File: config.mk
export PLATFORM = sky130hd
export DESIGN_NAME = spalu_ctrl
export DESIGN_NICKNAME = d
export VERILOG_FILES = /design/src/sv/sparse_polynomial_alu_core_assert.svh /design/src/sv/spalu_pkg.sv /design/src/sv/spalu_ctrl.sv
export SDC_FILE = /design/constraint.sdc
export NUM_CORES = 1
export LEC_CHECK = 0
export BUFFER_PORTS_ARGS = -buffer_cell sky130_fd_sc_hd__buf_2
export CAP_MARGIN = 15
export CORE_AREA = 2 2 49 51
export CTS_BUF_LIST = sky130_fd_sc_hd__clkbuf_4
export CTS_CLUSTER_SIZE = 10
export DETAILED_ROUTE_END_ITERATION = 16
export DIE_AREA = 0 0 51 53
export PLACE_DENSITY = 0.86
export SLEW_MARGIN = 10
export SYNTH_ARGS = -nofsm -noshare
export SYNTH_HDL_FRONTEND = slang
export SYNTH_SLANG_ARGS = --single-unit
File: constraint.sdc
create_clock -name clk -period 2.2 [get_ports clk]
set_input_delay 0 -clock clk [delete_from_list [all_inputs] [get_ports clk]]
set_output_delay 0 -clock clk [all_outputs]
set_load 0.02 [all_outputs]
File: src/sv/sparse_polynomial_alu_core_assert.svh
// Assertion macros for the sparse polynomial ALU core.
`ifndef SPARSE_POLYNOMIAL_ALU_CORE_ASSERT_SVH
`define SPARSE_POLYNOMIAL_ALU_CORE_ASSERT_SVH

// Same-cycle implication, sampled on clk, disabled while rst_n is low.
`define SPALU_ASSERT_IMPL(lbl, cond, prop) \
  lbl: assert property (@(posedge clk) disable iff (!rst_n) (cond) |-> (prop)) \
    else $error("sparse polynomial alu check failed");

// Next-cycle implication, sampled on clk, disabled while rst_n is low.
`define SPALU_ASSERT_NEXT(lbl, cond, prop) \
  lbl: assert property (@(posedge clk) disable iff (!rst_n) (cond) |=> (prop)) \
    else $error("sparse polynomial alu check failed");

`endif

File: src/sv/spalu_pkg.sv
// Shared types and constants of the sparse polynomial ALU.
`timescale 1ns / 1ps
package spalu_pkg;

  localparam int MAX_TERMS_DEF = 32;
  localparam int COEF_FRAC_DEF = 16;
  localparam int OUT_LIMIT     = 32;
  localparam int COEF_W        = 32;
  localparam int EXP_W         = 16;
  localparam int TERM_W        = COEF_W + EXP_W;

  typedef enum logic [2:0] {
    KIND_CLR_RES = 3'd0,
    KIND_CLR_OP  = 3'd1,
    KIND_LOAD    = 3'd2,
    KIND_ACC     = 3'd3,
    KIND_MAC     = 3'd4,
    KIND_READ    = 3'd5
  } kind_t;

  typedef enum logic [4:0] {
    S_IDLE, S_DISPATCH, S_INS_BEGIN, S_SCAN_TEST, S_SCAN_RD, S_SCAN_CMP,
    S_DEL_TEST, S_DEL_RD, S_DEL_WR, S_PLACE, S_SHIFT_TEST, S_SHIFT_RD,
    S_SHIFT_WR, S_MAC_TEST, S_MAC_RD, S_MAC_MUL, S_MAC_NEG, S_MAC_RND,
    S_MAC_CHK, S_MAC_NEXT, S_RO_RD, S_RO_LD, S_RO_EMPTY
  } ctl_state_t;

  typedef enum logic [4:0] {
    OP_NONE, OP_ACCEPT, OP_CLR_RES, OP_CLR_OP, OP_SETUP_LOAD, OP_SETUP_ACC,
    OP_MAC_INIT, OP_MAC_RD, OP_MAC_MUL, OP_MAC_NEG, OP_MAC_RND, OP_MAC_NEXT,
    OP_SCAN_INIT, OP_SCAN_RD, OP_SCAN_STEP, OP_MERGE, OP_DEL_RD, OP_DEL_WR,
    OP_DEL_DONE, OP_FULL, OP_INS_INIT, OP_INS_RD, OP_INS_WR, OP_INS_PUT,
    OP_RO_INIT, OP_RO_LD, OP_RO_EMPTY
  } dp_op_t;

  typedef struct packed {
    logic [2:0] kind;
    logic       is_mac;
    logic       i_lt_cnt;
    logic       ex_gt;
    logic       ex_eq;
    logic       sum_zero;
    logic       del_more;
    logic       full;
    logic       ins_more;
    logic       ins_zero;
    logic       mac_more;
    logic       mac_skip;
    logic       res_empty;
    logic       out_free;
    logic       ro_last;
  } dp_status_t;

endpackage

File: src/sv/spalu_ctrl.sv
// Controller state machine of the sparse polynomial ALU.
`timescale 1ns / 1ps
module spalu_ctrl import spalu_pkg::*; (
  input  logic       clk,
  input  logic       rst_n,
  input  logic       in_tvalid,
  output logic       in_tready,
  input  dp_status_t st,
  output dp_op_t     cmd
);

  ctl_state_t state_r, state_nxt, ins_done;

  assign ins_done = st.is_mac ? S_MAC_NEXT : S_IDLE;

  always_ff @(posedge clk) begin
    if (!rst_n) begin
      state_r <= S_IDLE;
    end else begin
      state_r <= state_nxt;
    end
  end

  always_comb begin
    state_nxt = state_r;
    unique case (state_r)
      S_IDLE:     if (in_tvalid) state_nxt = S_DISPATCH;
      S_DISPATCH: begin
        unique case (st.kind)
          KIND_LOAD, KIND_ACC: state_nxt = S_INS_BEGIN;
          KIND_MAC:            state_nxt = S_MAC_TEST;
          KIND_READ:           state_nxt = st.res_empty ? S_RO_EMPTY : S_RO_RD;
          default:             state_nxt = S_IDLE;
        endcase
      end
      S_INS_BEGIN:  state_nxt = st.ins_zero ? ins_done : S_SCAN_TEST;
      S_SCAN_TEST:  state_nxt = st.i_lt_cnt ? S_SCAN_RD : S_PLACE;
      S_SCAN_RD:    state_nxt = S_SCAN_CMP;
      S_SCAN_CMP: begin
        priority if (st.ex_gt) state_nxt = S_SCAN_TEST;
        else if (st.ex_eq)     state_nxt = st.sum_zero ? S_DEL_TEST : ins_done;
        else                   state_nxt = S_PLACE;
      end
      S_DEL_TEST:   state_nxt = st.del_more ? S_DEL_RD : ins_done;
      S_DEL_RD:     state_nxt = S_DEL_WR;
      S_DEL_WR:     state_nxt = S_DEL_TEST;
      S_PLACE:      state_nxt = st.full ? ins_done : S_SHIFT_TEST;
      S_SHIFT_TEST: state_nxt = st.ins_more ? S_SHIFT_RD : ins_done;
      S_SHIFT_RD:   state_nxt = S_SHIFT_WR;
      S_SHIFT_WR:   state_nxt = S_SHIFT_TEST;
      S_MAC_TEST:   state_nxt = st.mac_more ? S_MAC_RD : S_IDLE;
      S_MAC_RD:     state_nxt = S_MAC_MUL;
      S_MAC_MUL:    state_nxt = S_MAC_NEG;
      S_MAC_NEG:    state_nxt = S_MAC_RND;
      S_MAC_RND:    state_nxt = S_MAC_CHK;
      S_MAC_CHK:    state_nxt = st.mac_skip ? S_MAC_NEXT : S_INS_BEGIN;
      S_MAC_NEXT:   state_nxt = S_MAC_TEST;
      S_RO_RD:      state_nxt = S_RO_LD;
      S_RO_LD: begin
        if (st.out_free) state_nxt = st.ro_last ? S_IDLE : S_RO_RD;
      end
      S_RO_EMPTY:   if (st.out_free) state_nxt = S_IDLE;
      default:      state_nxt = S_IDLE;
    endcase
  end

  always_comb begin
    cmd       = OP_NONE;
    in_tready = 1'b0;
    unique case (state_r)
      S_IDLE: begin
        in_tready = 1'b1;
        if (in_tvalid) cmd = OP_ACCEPT;
      end
      S_DISPATCH: begin
        unique case (st.kind)
          KIND_CLR_RES: cmd = OP_CLR_RES;
          KIND_CLR_OP:  cmd = OP_CLR_OP;
          KIND_LOAD:    cmd = OP_SETUP_LOAD;
          KIND_ACC:     cmd = OP_SETUP_ACC;
          KIND_MAC:     cmd = OP_MAC_INIT;
          KIND_READ:    cmd = st.res_empty ? OP_NONE : OP_RO_INIT;
          default:      cmd = OP_NONE;
        endcase
      end
      S_INS_BEGIN:  cmd = st.ins_zero ? OP_NONE : OP_SCAN_INIT;
      S_SCAN_RD:    cmd = OP_SCAN_RD;
      S_SCAN_CMP: begin
        priority if (st.ex_gt) cmd = OP_SCAN_STEP;
        else if (st.ex_eq)     cmd = OP_MERGE;
        else                   cmd = OP_NONE;
      end
      S_DEL_TEST:   cmd = st.del_more ? OP_NONE : OP_DEL_DONE;
      S_DEL_RD:     cmd = OP_DEL_RD;
      S_DEL_WR:     cmd = OP_DEL_WR;
      S_PLACE:      cmd = st.full ? OP_FULL : OP_INS_INIT;
      S_SHIFT_TEST: cmd = st.ins_more ? OP_NONE : OP_INS_PUT;
      S_SHIFT_RD:   cmd = OP_INS_RD;
      S_SHIFT_WR:   cmd = OP_INS_WR;
      S_MAC_RD:     cmd = OP_MAC_RD;
      S_MAC_MUL:    cmd = OP_MAC_MUL;
      S_MAC_NEG:    cmd = OP_MAC_NEG;
      S_MAC_RND:    cmd = OP_MAC_RND;
      S_MAC_NEXT:   cmd = OP_MAC_NEXT;
      S_RO_LD:      if (st.out_free) cmd = OP_RO_LD;
      S_RO_EMPTY:   if (st.out_free) cmd = OP_RO_EMPTY;
      default:      cmd = OP_NONE;
    endcase
  end

endmodule
==> results of run 1 <==
## routing by layer
metal | vias up | track usage | share of wire
li1 | 736 | - | -
met1 | 725 | 0.426 | 0.38
met2 | 135 | 0.602 | 0.47
met3 | 17 | 0.0339 | 0.12
met4 | 0 | 0.158 | 0.029
met5 | - | 0 | 0
## cell type report
| cell class | instances | area, um^2 |
|---|---|---|
| Clock buffer | 4 | 30.0 |
| Fill cell | 200 | 667 |
| Inverter | 10 | 37.5 |
| Multi-Input combinational cell | 149 | 1050 |
| Sequential cell | 5 | 101 |
| Tap cell | 28 | 35.0 |
| Timing Repair Buffer | 38 | 225 |
## layout by cell type (no fill, tap or decap), types with 2 or more instances in the layout
master / n
and2_1: 2
nand2b_1: 5
a31oi_1: 4
nor3b_1: 5
and2b_1: 3
buf_2: 25
dfxtp_1: 4
nor3_1: 5
a32oi_1: 3
o211ai_1: 3
o21ai_0: 10
nor3_2: 3
nor2b_1: 8
a21oi_1: 9
inv_2: 2
and4_1: 2
nand2_1: 9
clkbuf_4: 4
o32ai_1: 2
ha_1: 4
nand4_1: 4
a211oi_1: 7
nor2_1: 11
o21ai_1: 2
buf_4: 12
mux2_2: 2
nand3_1: 9
a22oi_1: 2
o21a_1: 2
inv_1: 8
a21o_1: 2
o2111ai_1: 2
## how the worst min path moves through the flow
stage                       from  slack (ns)  depth (start not counted)          to
after global routing      st[13]        0.15                          3  state_r[4]
after CTS                 st[13]        0.12                          3  state_r[4]
final                     st[13]        0.13                          3  state_r[4]
after global placement     rst_n        0.24                          2  state_r[1]
after detailed placement   rst_n        0.25                          2  state_r[1]
after floorplan            rst_n        0.13                          1  state_r[1]
## power breakdown
group	internal [mW]	total (mW)	switching, mW
combinational	0.146	0.369	0.223
clock	0.0814	0.128	0.0468
sequential	0.0986	0.120	0.0215
total	0.326	0.617	0.291
## cells by family after synthesis
logic type                 share of synthesized area
and+or+nand+nor                                0.414
AOI/OAI and AO/OA                              0.338
buffers and inverters                          0.108
DFF                                           0.0775
adders and majority gates                     0.0388
muxes                                         0.0174
xor gates and xnor gates                     0.00678
## what timing repair did
action | CTS | global route
setup endpoints to repair | 0 | 1
gates resized for setup | 0 | 1
hold endpoints to repair | 1 | 0
hold buffers | 1 | 0
## tightest hold or removal path: stages
cell	delay, ns
buf_2	0.16
nand2b_4	0.08
a311oi_2	0.08
## through the flow
step | total power, mW | utilization | hold WS (ns)
floorplan | 0.363 | - | 0.134
global placement | 0.473 | 0.670 | 0.243
detailed placement | 0.477 | 0.670 | 0.247
CTS | 0.607 | 0.689 | 0.121
global route | 0.648 | 0.690 | 0.145
finish | 0.617 | 0.690 | 0.128
==> impl_metrics.ini, run 1 <==
[flow_run]
maxCapViolCount = 0

[clock_network]
cts_tree = built
path_clk_slew_ns = 0.05
cts_setup_buffers = 0
cts.sinks = 5
clkLatencyLatePin_ns = 0.26
htreeDepth = 1
cts.path.max_buffers = 2
cts_root_buf = clkbuf_4
numCtsBuffers = 3

[synth]
syn_avg_cell_area_um2 = 7.30
yosysMostFrequentCell = nor2_1
synth-warning-count = 0
synth_top_area_share = 0.0775
synth_area_leaders = dfxtp_1 (7.8%), buf_6 (4.4%), a211oi_1 (4.1%)
synth_top_area_cell = dfxtp_1
synth_cells = 177
syn_nets = 201
yosysSeqAreaShare = 0.0775
synth.distinct_cells = 61
yosys-top-cells-count = nor2_1 (11), o21ai_0 (10), a21oi_1 (9), nand2_1 (9), nand3_1 (9)
async_flop_share = 0
synth_area_um2 = 1290
ys.flop_type = dfxtp_1
yosys_register_bits = 5
synth-edff-count = 0

[layout]
syn2layout_area_growth_pct = 14.7
drive_gt1_frac = 0.296
largestRegisters = state_r: 5 flops
largest_reg_flops = 5
diodes = 0
fin_cells = 234
final_area_um2 = 1480
finalNetCount = 231
regMostFlops = state_r

[setup_path]
required_ns = 2.20
endpoint = cmd[0]
path_buf_inv = 2
cp-startpoint = state_r[0]
startpoint_type = register
worstRegToRegCells = 6
crit_chain = buf_4, nor2b_1, nand3_1, o41ai_1, a211oi_1, o21ai_0, buf_2
rrSetupSlack_ns = 0.31
endpoint_kind = primary output
cp.depth = 7
max_stage_delay_ns = 0.54
critPathKind = reg -> out
arrival_ns = 2.10
rr_endpoint = state_r[4]
critical-path-top-delay-family = flip-flops
path_max_fanout = 11
r2r-start = state_r[1]
slowest_stage = dfxtp_1

[grt]
grt_pass1_vias = 1497
grt_usage = 0.345
grt_max_degree = 20
grt_overflow = 0
antenna_found_initial = 0
grt_pass1_wl_um = 7030

[timing]
fmax_ghz = 0.475
setup_viol = 0
slew_viol_final = 0
hold_viol = 0
tns_ns = 0
worst_slack_ns = 0.0968
skew_ns = 0.00824
post-route-period-util = 0.956
tightest_slew_ns = 0.534
fin_crit_ns = 2.10
rsz0062_at_grt = no
slew_headroom = 0.643

[power]
peakVddDrop_uv = 242
p_per_area_nw_per_um2 = 417
leakagePower_nw = 0.613

[hold_path]
hp-class = in -> reg

[placed_design]
place_ws_ns = 0.357
place_inst = 229
hpwl_um = 3360
dpl-instance-area_um2 = 1440
portBuffers = 25
gp_congestion = 0.980

[floorplan]
start_util = 0.601
die_w_um = 51
num_io_pins = 26
fp.coreArea_um2 = 2150
dieArea_um2 = 2700
die_y_um = 53
num_rows = 17

[drt]
num_vias = 1613
firstDrtPassIters = 5
viasPerCell = 6.89
wl_um = 4320
drc = 0
final_antenna_net_count = 0
wl_per_cell_um = 18.4
first_iter_violations = 95

[status]
status = finished clean
Note: power is estimated with default switching activity, not from simulation.
==> run 2, diff against run 1 <==
--- a/config.mk
+++ b/config.mk
@@ -5,14 +5,15 @@
 export SDC_FILE = /design/constraint.sdc
 export NUM_CORES = 1
 export LEC_CHECK = 0
+export ABC_AREA = 1
 export BUFFER_PORTS_ARGS = -buffer_cell sky130_fd_sc_hd__buf_2
 export CAP_MARGIN = 15
-export CORE_AREA = 2 2 49 51
+export CORE_AREA = 2 2 46 48
 export CTS_BUF_LIST = sky130_fd_sc_hd__clkbuf_4
 export CTS_CLUSTER_SIZE = 10
 export DETAILED_ROUTE_END_ITERATION = 16
-export DIE_AREA = 0 0 51 53
-export PLACE_DENSITY = 0.86
+export DIE_AREA = 0 0 48 50
+export PLACE_DENSITY = 0.83
 export SLEW_MARGIN = 10
 export SYNTH_ARGS = -nofsm -noshare
 export SYNTH_HDL_FRONTEND = slang
==> impl_metrics.ini, run 2 <==
[flow_run]
maxCapViolCount = 0

[grt]
antenna_found_initial = 0
grt_pass1_wl_um = 5400
grt_usage = 0.311
grt_overflow = 0
grt_max_degree = 9
grt_pass1_vias = 1221

[placed_design]
gp_congestion = 1.02
portBuffers = 25
hpwl_um = 2750
place_ws_ns = 0.589

[power]
leakagePower_nw = 0.757
p_per_area_nw_per_um2 = 409
power_uw = 511
peakVddDrop_uv = 382

[hold_path]
hp-class = in -> reg
holdPathStages = 4

[clock_network]
path_clk_slew_ns = 0.05
cts_root_buf = clkbuf_4
htreeDepth = 1
cts_setup_buffers = 0
cts_tree = built
ctsHoldBuffers = 1
cts.path.max_buffers = 2
numCtsBuffers = 3
clkLatencyLatePin_ns = 0.24
cts.sinks = 5
post_cts_resized = 0

[timing]
rsz0062_at_grt = no
tightest_slew_ns = 0.417
post-route-period-util = 0.843
fin_crit_ns = 1.86
slew_headroom = 0.720
slew_viol_final = 0
hold_viol = 0
fmax_ghz = 0.539
skew_ns = 0.000843
setup_viol = 0
tns_ns = 0
worst_slack_ns = 0.345

[setup_path]
arrival_ns = 1.86
startpoint_type = register
endpoint_kind = primary output
slowest_stage = dfxtp_1
worstRegToRegCells = 9
required_ns = 2.20
path_max_fanout = 8
crit_chain = nand2_1, nor2_2, nand2_1, o21ai_0, nor3b_1, nand3_1, buf_2
critPathKind = reg -> out
max_stage_delay_ns = 0.53
cp_common_cell = nand2_1

[synth]
synth_cells = 205
synth-warning-count = 0
async_flop_share = 0
syn_avg_cell_area_um2 = 5.19
ys.flop_type = dfxtp_1
synth_area_um2 = 1060
yosysMostFrequentCell = nand2_1
yosys_register_bits = 5
synth-edff-count = 0
syn_nets = 229
synth_top_area_share = 0.191
synth_area_leaders = nand2_1 (19%), nand3_1 (11%), inv_1 (10%)
yosysSeqAreaShare = 0.0941
synth.distinct_cells = 27
yosys-top-cells-count = nand2_1 (54), inv_1 (29), nand3_1 (24), nor2_1 (23)
synth_top_area_cell = nand2_1

[layout]
diodes = 0
layout_common_cells = nand2_1 (54), inv_1 (29), buf_2 (25)
finalNetCount = 257
drive_gt1_frac = 0.203
layout_commonest_cell = nand2_1
largest_reg_flops = 5
finalCoreUtilization = 0.657
largestRegisters = state_r: 5 flops
syn2layout_area_growth_pct = 17.4
regMostFlops = state_r

[drt]
first_iter_violations = 124
firstDrtPassIters = 8
final_antenna_net_count = 0
viasPerCell = 5.73
drc = 0
num_vias = 1484
wl_um = 3400
wl_per_cell_um = 13.1

[floorplan]
start_util = 0.559
die_y_um = 50
die_w_um = 48
num_rows = 16
fp.coreArea_um2 = 1900
num_io_pins = 26
dieArea_um2 = 2400

[status]
status = finished clean
run 2: stage by stage:
| step | instances | hold slack, ns | area (um^2) |
|---|---|---|---|
| floorplan | 205 | 0.0976 | 1060 |
| global placement | 254 | 0.216 | 1210 |
| detailed placement | 254 | 0.215 | 1210 |
| CTS | 259 | 0.166 | 1250 |
| global route | 259 | 0.198 | 1250 |
| finish | 259 | 0.177 | 1250 |
run 2: per-layer routing:
metal  GRT usage  vias to the layer above  wire length (um)
li1            -                      722                 -
met1       0.442                      624              1360
met2       0.471                      118              1500
met3      0.0623                       20               420
met4      0.0721                        0               121
met5           0                        -                 0
run 2: final cells by class:
| type | instances | area (um^2) |
|---|---|---|
| timing repair buffer | 26 | 135 |
| tap | 27 | 33.8 |
| inverter | 34 | 128 |
| sequential | 5 | 100 |
| fill | 190 | 653 |
| clock buffer | 4 | 30.0 |
| multi-input combinational | 163 | 822 |
run 2: critical path: cells and delay by family (launching register included):
kind	cells	cell delay, ns
AND/OR/NAND/NOR	5	0.69
buffers and inverters	1	0.16
flip-flops	1	0.53
AO/OA/AOI/OAI	1	0.22
run 2: power by group:
group	switching (mW)	leakage, nW	total, mW	internal (mW)
registers	0.0196	0.0407	0.119	0.0989
logic	0.183	0.698	0.271	0.0878
clock network	0.0405	0.0184	0.122	0.0811
total	0.243	0.757	0.511	0.268
run 2: worst paths after layout:
kind | to | slack [ns] | start
max | cmd[1] | 0.34 | state_r[0]
min | state_r[0] | 0.18 | st[1]
max reg2reg | state_r[1] | 0.51 | state_r[0]
min reg2reg | state_r[0] | 0.87 | state_r[1]
run 2: cells by family (layout without fill, tap and decap cells):
| family | count (synthesis) | count (layout) | share of synthesized area |
|---|---|---|---|
| and+or+nand+nor | 131 | 131 | 0.575 |
| buffers and inverters | 37 | 64 | 0.133 |
| DFF | 5 | 5 | 0.0941 |
| AOI/OAI and AO/OA | 28 | 28 | 0.151 |
| adders and majority gates | 4 | 4 | 0.0471 |
==> run 3, diff against run 2 <==
--- a/config.mk
+++ b/config.mk
@@ -5,15 +5,15 @@
 export SDC_FILE = /design/constraint.sdc
 export NUM_CORES = 1
 export LEC_CHECK = 0
-export ABC_AREA = 1
+export ABC_AREA = 0
 export BUFFER_PORTS_ARGS = -buffer_cell sky130_fd_sc_hd__buf_2
 export CAP_MARGIN = 15
-export CORE_AREA = 2 2 46 48
+export CORE_AREA = 2 2 51 53
 export CTS_BUF_LIST = sky130_fd_sc_hd__clkbuf_4
 export CTS_CLUSTER_SIZE = 10
 export DETAILED_ROUTE_END_ITERATION = 16
-export DIE_AREA = 0 0 48 50
-export PLACE_DENSITY = 0.83
+export DIE_AREA = 0 0 53 55
+export PLACE_DENSITY = 0.8
 export SLEW_MARGIN = 10
 export SYNTH_ARGS = -nofsm -noshare
 export SYNTH_HDL_FRONTEND = slang
==> constraint.sdc (replaced) <==
create_clock -name clk -period 1.8 [get_ports clk]
set_input_delay 0 -clock clk [delete_from_list [all_inputs] [get_ports clk]]
set_output_delay 0 -clock clk [all_outputs]
set_load 0.02 [all_outputs]
==> impl_metrics.ini, run 3 (synthesis results as in run 1) <==
[status]
status = finished, violations left
violations = negative setup slack

[timing]
setup_viol = 1
tightest_slew_ns = 0.464
skew_ns = 0.000184
post-route-period-util = 1.02
fmax_ghz = 0.547
rsz0062_at_grt = yes
slew_viol_final = 0
slew_headroom = 0.683
fin_crit_ns = 1.83
hold_viol = 0
worst_slack_ns = -0.0292

[hold_path]
hp-class = in -> reg
holdPathStages = 3

[placed_design]
hpwl_um = 3610
portBuffers = 25
gp_congestion = 1.06
place_inst = 235

[drt]
viasPerCell = 6.73
final_antenna_net_count = 0
drc = 0
wl_per_cell_um = 19.2
num_vias = 1643
firstDrtPassIters = 5
wl_um = 4690
first_iter_violations = 124

[clock_network]
cts.sinks = 5
cts_tree = built
path_clk_slew_ns = 0.04
numCtsBuffers = 3
cts_root_buf = clkbuf_4
clkLatencyLatePin_ns = 0.24
htreeDepth = 1
cts.path.max_buffers = 2

[layout]
regMostFlops = state_r
diodes = 0
finalNetCount = 239
layout_common_cells = buf_2 (25), buf_4 (14), nor2_1 (11)
layout_commonest_cell = buf_2
fin_cells = 244
final-seq-area_um2 = 111
syn2layout_area_growth_pct = 29.9
multi_input_area_um2 = 1110
final.fill_count = 202
largestRegisters = state_r: 5 flops
drive_gt1_frac = 0.383
largest_reg_flops = 5

[power]
power_uw = 824
leakagePower_nw = 0.701
peakVddDrop_uv = 461
p_per_area_nw_per_um2 = 491

[setup_path]
worstRegToRegCells = 6
startpoint_type = register
crit_chain = buf_12, or3b_1, a211o_1, nand2_2, a211oi_2, o21ai_1, buf_4
max_stage_delay_ns = 0.38
slowest_stage = or3b_1
path_max_fanout = 13
arrival_ns = 1.83
required_ns = 1.80
critPathKind = reg -> out
endpoint_kind = primary output

[grt]
grt_usage = 0.359
grt_pass1_wl_um = 7620
grt_overflow = 0
grt_pass1_vias = 1574
antenna_found_initial = 0
grt_max_degree = 18

[floorplan]
dieArea_um2 = 2920
fp.coreArea_um2 = 2360
num_rows = 18
start_util = 0.546
num_io_pins = 26
die_y_um = 55
die_w_um = 53

[flow_run]
maxCapViolCount = 0
==> run 3: changes by cell type in the layout (fill, tap and decap cells not counted), sizes merged, moves of 3 or more <==
cell    previous run  this run
a211oi             2         7
a21boi             0         3
a32oi              0         3
and2b              0         4
buf               25        44
inv               34        10
nand2             56        10
nand2b             0         6
nand3             25         9
nor2              32        12
nor2b              0         9
nor3b              1         5
==> run 3: worst max-delay path: cells and delay by family, from the launching register on <==
kind                   cells  cell delay (ns)
buffers and inverters      2             0.32
and+or+nand+nor            2             0.47
AOI/OAI and AO/OA          3             0.44
DFF                        1             0.35
==> run 3: final timing paths <==
kind | slack [ns] | startpoint | to
worst max-delay path | -0.03 | state_r[2] | cmd[0]
worst min register to register | 0.69 | state_r[3] | state_r[2]
worst min-delay path | 0.14 | st[13] | state_r[4]
worst max register to register | 0.06 | state_r[0] | state_r[0]
==> run 3: what timing repair did <==
item | 4_1_cts | 5_1_grt
hold buffers | 1 | 0
gates resized for setup | 14 | 11
cloned | 2 | 0
pin swaps | 2 | 0
endpoints found under the setup margin | 7 | 7
endpoints found under the hold margin | 1 | 0
setup buffers | 1 | 1
==> run 3: metal layers <==
metal	track usage	vias to the layer above	share of wire
met5	0	-	0
met4	0.188	0	0.057
met3	0.0995	28	0.11
met2	0.600	123	0.46
met1	0.420	739	0.38
li1	-	753	-
==> run 3: through the flow <==
| step | area [um^2] | worst slack [ns] | utilization | hold slack, ns | setup TNS (ns) |
|---|---|---|---|---|---|
| finish | 1680 | -0.0292 | 0.710 | 0.140 | -0.0292 |
| global route | 1680 | -0.0740 | 0.710 | 0.151 | -0.0740 |
| CTS | 1620 | 0.00423 | 0.685 | 0.145 | 0 |
| detailed placement | 1500 | -0.0429 | 0.633 | 0.250 | -0.109 |
| global placement | 1500 | -0.0104 | 0.633 | 0.247 | -0.0104 |
| floorplan | 1290 | 0.186 | - | 0.134 | 0 |
==> run 3: area by class of cell <==
type                            instances  area share
Clock buffer                            4      0.0179
Inverter                               10      0.0224
Multi-Input combinational cell        149       0.664
Sequential cell                         5      0.0664
Tap cell                               30      0.0224
Timing Repair Buffer                   46       0.207
==> run 3: power breakdown <==
part           switching [mW]  internal, mW
clock network          0.0484        0.0990
registers              0.0189         0.121
logic                   0.309         0.228
total                   0.376         0.448
